===== config.mk =====
export PLATFORM = sky130hd
export DESIGN_NAME = mma_cell
export DESIGN_NICKNAME = d
export VERILOG_FILES = /design/src/rtl/mma_pkg.sv /design/src/rtl/mma_cell.sv
export SDC_FILE = /design/constraint.sdc
export NUM_CORES = 1
export LEC_CHECK = 0
export BUFFER_PORTS_ARGS = -buffer_cell sky130_fd_sc_hd__buf_2
export CORE_MARGIN = 4
export CORE_UTILIZATION = 50
export DETAILED_ROUTE_END_ITERATION = 8
export GPL_TIMING_DRIVEN = 1
export PLACE_DENSITY = 0.67
export REMOVE_ABC_BUFFERS = 1
export SLEW_MARGIN = 10
export SYNTH_ARGS = -nofsm -noshare
export SYNTH_HDL_FRONTEND = slang
export SYNTH_SLANG_ARGS = --single-unit

===== constraint.sdc =====
create_clock -name clk -period 11.9 [get_ports clk]
set_clock_uncertainty 0.1 [all_clocks]
set_input_delay 1.785 -clock clk [delete_from_list [all_inputs] [get_ports clk]]
set_output_delay 1.785 -clock clk [all_outputs]
set_load 0.05 [all_outputs]

===== src/rtl/mma_pkg.sv =====
// ----------------------------------------------------------------------------
// mma_pkg: shared types and constants of the matrix multiply-accumulate block
// Holds the field widths and the structure that carries one A operand along
// the chain of MAC cells.
// ----------------------------------------------------------------------------
package mma_pkg;

	localparam int ELEM_W   = 16;	// Q8.8 operands
	localparam int CIN_W    = 32;	// Q16.16 initial C
	localparam int PROD_W   = 32;	// exact product of two Q8.8 values
	localparam int ACC_W    = 36;	// sum of up to eight products, never overflows
	localparam int RES_W    = 40;	// Q24.16 result
	localparam int RIDX_W   = 6;	// row-major result position
	localparam int SIZE_W   = 4;	// matrix_size register
	localparam int KIDX_MAX = 3;	// index width into a cell's column store (up to 8 rows)

	typedef logic signed [ELEM_W-1:0] elem_t;
	typedef logic signed [ACC_W-1:0]  acc_t;

	// One A operand travelling down the chain, tagged with its inner index k.
	typedef struct packed {
		logic                v;
		logic [KIDX_MAX-1:0] k;
		elem_t               a;
	} feed_t;

endpackage


===== src/rtl/mma_cell.sv =====
// ----------------------------------------------------------------------------
// mma_cell: one multiply-accumulate cell of the chain
// Holds one column of B and the running sum of one C element of the current
// row; passes its A operand on to the next cell every cycle.
// ----------------------------------------------------------------------------
module mma_cell import mma_pkg::*; #(
	parameter int DEPTH = 8
) (
	input  logic                clk,
	input  logic                arst_n,
	input  logic                clr,
	input  logic                b_we,
	input  logic [KIDX_MAX-1:0] b_k,
	input  elem_t               b_data,
	input  feed_t               feed_in,
	output feed_t               feed_out,
	output acc_t                acc
);

	localparam int KW = (DEPTH > 1) ? $clog2(DEPTH) : 1;

	elem_t               col_q [DEPTH];
	logic                feed_v_q;
	logic [KIDX_MAX-1:0] feed_k_q;
	elem_t               feed_a_q;
	acc_t                acc_q;
	logic signed [PROD_W-1:0] prod;

	// Column store of B, one entry per inner index.
	always_ff @(posedge clk) begin
		if (b_we) begin
			col_q[b_k[KW-1:0]] <= b_data;
		end
	end

	always_ff @(posedge clk or negedge arst_n) begin
		if (!arst_n) begin
			feed_v_q <= 1'b0;
		end else begin
			feed_v_q <= feed_in.v;
		end
	end

	always_ff @(posedge clk) begin
		feed_k_q <= feed_in.k;
		feed_a_q <= feed_in.a;
	end

	assign prod = feed_a_q * col_q[feed_k_q[KW-1:0]];

	always_ff @(posedge clk) begin
		if (clr) begin
			acc_q <= '0;
		end else if (feed_v_q) begin
			acc_q <= acc_q + {{(ACC_W-PROD_W){prod[PROD_W-1]}}, prod};
		end
	end

	assign feed_out.v = feed_v_q;
	assign feed_out.k = feed_k_q;
	assign feed_out.a = feed_a_q;
	assign acc        = acc_q;

endmodule


==> results of run 1 <==
[per-stage QoR]
stage               area, µm²  cells  worst slack (ps)
floorplan               17800   1591              1230
global placement        19100   2172              1970
detailed placement      19100   2172              1850
CTS                     19700   2204              1830
global route            19700   2204              1210
finish                  19700   2204              1850
[how the worst max path moves through the flow]
stage	start	end	slack (ps)	cells after the start
final	feed_k_q[1]	acc[35]	1850	32
after global routing	feed_k_q[0]	acc[35]	1210	34
after CTS	feed_k_q[0]	acc[35]	1830	34
after detailed placement	feed_k_q[0]	acc[35]	1850	34
after global placement	feed_k_q[0]	acc[35]	1970	34
after floorplan	feed_k_q[0]	acc[35]	1230	33
[layer usage]
metal  global-route usage [%]  vias up  part of all wire, %
met5                        0        -                0.018
met4                     6.10        2                  2.2
met3                     3.23       62                  4.0
met2                     35.2      244                   52
met1                     26.9     6044                   42
li1                         -     5462                    -
[cells in the mapped netlist, drive strengths merged (8+ instances only)]
library cell  count  share of area (%)
inv             303                6.3
fa              263                 29
edfxtp          128                 21
nand2           123                2.6
ha              118                8.2
nor2b            85                2.9
nor2             83                1.7
a21oi            55                1.6
dfxtp            55                6.1
clkbuf           51                1.1
xnor2            47                2.3
and2             45                1.6
a21o             41                1.7
mux2i            32                1.8
mux4             32                4.0
nand2b           29                1.0
o21ai            28               0.80
nor3             12               0.33
xor2             11               0.53
mux2             10               0.62
o21a             10               0.42
nand3             9               0.25
o21bai            8               0.40
[flip-flops by register name, indices dropped and copies added (netlist names)]
| name | flops |
|---|---|
| acc | 36 |
| feed_a_q | 16 |
| col_q | 128 |
| feed_v_q | 1 |
| feed_k_q | 3 |
[critical path: cells and delay by family (launching register included)]
family	cells	cell delay, ps
AO/OA/AOI/OAI	9	2110
buffers and inverters	6	760
adder cells (fa/ha/maj)	8	3790
flip-flops	1	740
multiplexers	4	1240
XOR/XNOR	1	300
AND/OR/NAND/NOR	4	910
[kinds of logic (layout without fill, tap and decap cells)]
family | after synthesis | count (layout) | share of synthesized area, %
xor+xnor | 58 | 58 | 2.86
mux | 74 | 74 | 6.40
compound gates | 177 | 177 | 6.83
buf+inv | 360 | 455 | 7.52
fa+ha+maj | 381 | 381 | 37.4
simple gates | 414 | 414 | 11.4
flops | 184 | 184 | 27.6
[layout make-up]
cell class	instances	area share, %
clock buffer	18	2.18
inverter	303	5.78
timing repair buffer	120	3.33
tap	461	2.93
sequential	184	25.3
clock inverter	14	0.890
multi-input combinational	1104	59.6
==> reports/qor.txt, run 1 <==
Buffers on Ports - 98
outcome - finished, final reports clean
initial DRC count - 690
vias in the first global route - 12506
vias - 11814
Slew HR - 30.9%
Clock Pin Slew Worst Setup and Hold Paths - 80 ps
hold slack - 414 ps
unrepaired setup endpoints after global routing - false
die height - 198 µm
Hold Buf Count CTS - 0
# rows - 69
Max Cap Viol - 0
worst-path maximum fanout - 16
Top FF cell, synth - edfxtp_1
vias per cell - 5.36
drt wl/cell - 17.4 µm
DIE AREA - 0.0392 mm²
initial antenna violation count - 1
Final Cycle Share - 84.5%
Max Clk Rate - 99.5 MHz
Hold Crit Depth - 2
Reg-to-Reg End - acc[35]
min-delay worst type - reg2reg
R2R Setup Slk - 1850 ps
CP required - 12140 ps
drt first pass iters - 5
CTS H-tree lvls - 4
fin crit period - 10050 ps
final setup vio count - 0
antenna diode count - 0
chip width - 198 µm
Top Ports - 99
overall global routing resource usage - 20.5%
worst setup path class - reg2reg
Final Net Count - 2154
fill cell count - 3082
Detailed Route WL - 38400 µm
Worst-Skew Late Latency - 450 ps
EDFF count, synth - 128
Synth cell types - 65
Worst path max stage delay - 740 ps
HPWL Detailed - 29500 µm
async set or reset register ratio after synthesis - 0.543%
Crit-path slowest cell - dfxtp_1
area grow syn2layout - 9.11%
cell count after synthesis - 1648
layout cells sized above 1 - 12.2%
setup TNS - 0 ps
most frequent cells in the layout - 303 x inv_1, 263 x fa_1, 128 x edfxtp_1, 123 x nand2_1, 118 x ha_1
starting density of the core - 50.7%
largest net degree at the start of global routing - 46
Resize count post-CTS - 0
ANT nets after route - 0
crit path DAT - 10290 ps
Post-route DRC - 0
register area - 0.00497 mm²
global-route wire length before repair - 63500 µm
Root Buffer - clkbuf_16
worst reg2reg path startpoint - feed_k_q[1]
Hold EP - acc[20]
Slew Limit Fails - 0
GR Overflow Total - 0
CTS buffer count - 17
most used cell, CP - fa_1
Final Hold Vio Count - 0
commonest non-fill, non-tap cell in the layout - inv_1
clock sink count - 184
Bufs on Longest Clock Path - 2
Yosys Warn Count - 0
Final GP Congestion - 0.859
Worst Reg-to-Reg Cells - 32
CTS tree - yes
critical path startpoint category - flop
fin util - 55.3%
post-synthesis sequential area ratio - 27.6%
Core Box Area - 0.0356 mm²
synthesized flop and latch total - 184
area of the multi-input gates - 0.0117 mm²
HP Start - acc[20]
worst-margin pin slew - 1040 ps
Post-CTS Setup Inserts - 0
CP endpoint kind - flop
Post-Syn Area - 0.0180 mm²
mean area per synthesized cell - 10.9 µm²
Power of run 1 is not shown: default switching activity piles up to over one toggle a cycle in this logic, so the estimate is an artifact.
==> run 2: changes to the inputs <==
ABC_AREA = 1   (was default)
clock period = 10.2 ns   (was 11.9 ns; I/O delays follow)
==> run 2 against run 1 <==
Compared with the run above:
- count of clock-buffer cells in the layout is 1 lower
- final cell count is 29% higher
- routed wire length grew 32%
- via count up 28%
- global-route usage rose by 5.0 points
- largest cell class unchanged
- critical endpoint is now acc[34]
==> reports/qor.txt, run 2 <==
outcome - finished, final reports clean
placed cell areas - 0.0201 mm²
Root Buffer - clkbuf_16
worst-margin pin slew - 722 ps
initial antenna violation count - 0
fin crit period - 9120 ps
Resize count post-CTS - 0
Final Hold Vio Count - 0
post-synthesis sequential area ratio - 26.1%
worst-path maximum fanout - 64
flip-flop count of the largest register after layout - 128
Worst-Skew Late Latency - 460 ps
DIE AREA - 0.0413 mm²
Synth cell types - 48
area grow syn2layout - 8.52%
CP required - 10460 ps
Buffers on Ports - 98
most frequent cells in the layout - 464 x inv_1, 382 x nand2_1, 360 x nor2_1, 263 x fa_1, 128 x edfxtp_1
Final Net Count - 2747
Slew Limit Fails - 0
Post-CTS Setup Inserts - 0
CTS buffer count - 17
Bufs on Longest Clock Path - 2
Max Cap Viol - 0
clock sink count - 184
Slew HR - 51.8%
# rows - 71
min-delay worst type - reg2reg
vias in the first global route - 15511
ANT nets after route - 0
drt first pass iters - 6
register area - 0.00497 mm²
Worst path max stage delay - 700 ps
antenna diode count - 0
layout cells sized above 1 - 8.22%
EDFF count, synth - 128
Core Box Area - 0.0377 mm²
drt wl/cell - 17.7 µm
async set or reset register ratio after synthesis - 0.543%
global-route wire length before repair - 82600 µm
mean area per synthesized cell - 8.49 µm²
most common cell in the netlist - inv_1
worst setup path class - reg2reg
largest net degree at the start of global routing - 65
most common library cells after synthesis - 464 x inv_1, 382 x nand2_1, 360 x nor2_1
Final GP Congestion - 0.953
final setup vio count - 0
largest cells by area after synthesis - fa_1 28%, edfxtp_1 20%, inv_1 9.1%
overall global routing resource usage - 25.5%
R2R Setup Slk - 1080 ps
Max Clk Rate - 110 MHz
die height - 203 µm
setup TNS - 0 ps
Hold Buf Count CTS - 0
CTS tree - yes
Post-route DRC - 0
fill cell count - 3511
Crit-path slowest cell - dfxtp_2
crit path DAT - 9380 ps
vias per cell - 5.29
HPWL Detailed - 40200 µm
top cell type by total area after synthesis - fa_1
commonest non-fill, non-tap cell in the layout - inv_1
Final Cycle Share - 89.4%
initial DRC count - 1253
Clock Pin Slew Worst Setup and Hold Paths - 80 ps
critical path startpoint category - flop
GR Overflow Total - 0
chip width - 203 µm
unrepaired setup endpoints after global routing - false
Top Ports - 99
area of the multi-input gates - 0.0120 mm²
Yosys Warn Count - 0
final instance area - 0.0207 mm²
starting density of the core - 50.6%
Top FF cell, synth - edfxtp_1
synthesized flop and latch total - 184
cell count after synthesis - 2247
Synth top area share - 27.6%
Post-Syn Area - 0.0191 mm²
CTS H-tree lvls - 4
CP endpoint kind - flop
Detailed Route WL - 50500 µm
vias - 15063
run 2: cell types whose count changed in the layout (fill, tap and decap cells not counted), sizes merged, moves of 25 or more:
cell    delta
o221ai    +30
and2      -44
nand2b    -29
inv      +170
nand3     +38
nand2    +270
a21o      -25
nor2b     -85
xnor2     -36
mux2i     -32
o21ai     +92
mux4      -32
nor2     +283
run 2: path summary, 6_finish.rpt:
path	start	endpoint	cells past startpoint
worst max-delay path	feed_k_q[0]	acc[34]	36
worst min-delay path	acc[35]	acc[35]	2
worst max register to register	feed_k_q[0]	acc[34]	36
worst min register to register	acc[35]	acc[35]	2
max in group asynchronous	arst_n	feed_v_q	1
min in group asynchronous	arst_n	feed_v_q	1
run 2: through the flow:
| step | utilization [%] | cells | setup WS (ps) | hold slack (ps) |
|---|---|---|---|---|
| 6_report | 55.0 | 2847 | 1080 | 429 |
| 3_3_place_gp | 53.3 | 2815 | 1200 | 403 |
| 5_1_grt | 55.0 | 2847 | 388 | 457 |
| 4_1_cts | 55.0 | 2847 | 1080 | 430 |
| 2_1_floorplan | - | 2186 | 1330 | 610 |
| 3_5_place_dp | 53.3 | 2815 | 1110 | 419 |
run 2: routing by layer:
metal | global-route usage [%] | share of wire, % | vias up
met5 | 0 | 0 | -
met4 | 8.09 | 3.3 | 0
met3 | 4.52 | 7.6 | 84
met2 | 40.9 | 45 | 604
met1 | 35.6 | 44 | 7275
li1 | - | - | 7100
run 2: final cells by class:
type                       instances  share of cell area (%)
timing repair buffer             118                    3.09
tap                              511                    3.09
clock buffer                      17                    2.06
inverter                         480                    8.72
multi-input combinational       1522                    58.1
clock inverter                    15                   0.895
sequential                       184                    24.0
run 2: logic make-up after synthesis:
group	after synthesis	share of synthesized area (%)
simple gates	835	17.4
xor+xnor	41	1.88
fa+ha+maj	381	35.3
flops	184	26.1
buf+inv	541	10.9
compound gates	265	8.49
run 2: worst max-delay path: cells and delay by family (launching register included):
| kind | cells | cell delay, ps |
|---|---|---|
| simple gates | 14 | 2820 |
| compound gates | 4 | 550 |
| fa+ha+maj | 8 | 3640 |
| buf+inv | 9 | 1020 |
| flops | 1 | 700 |
| xor+xnor | 1 | 150 |
Power of run 2 is left out for the same reason.
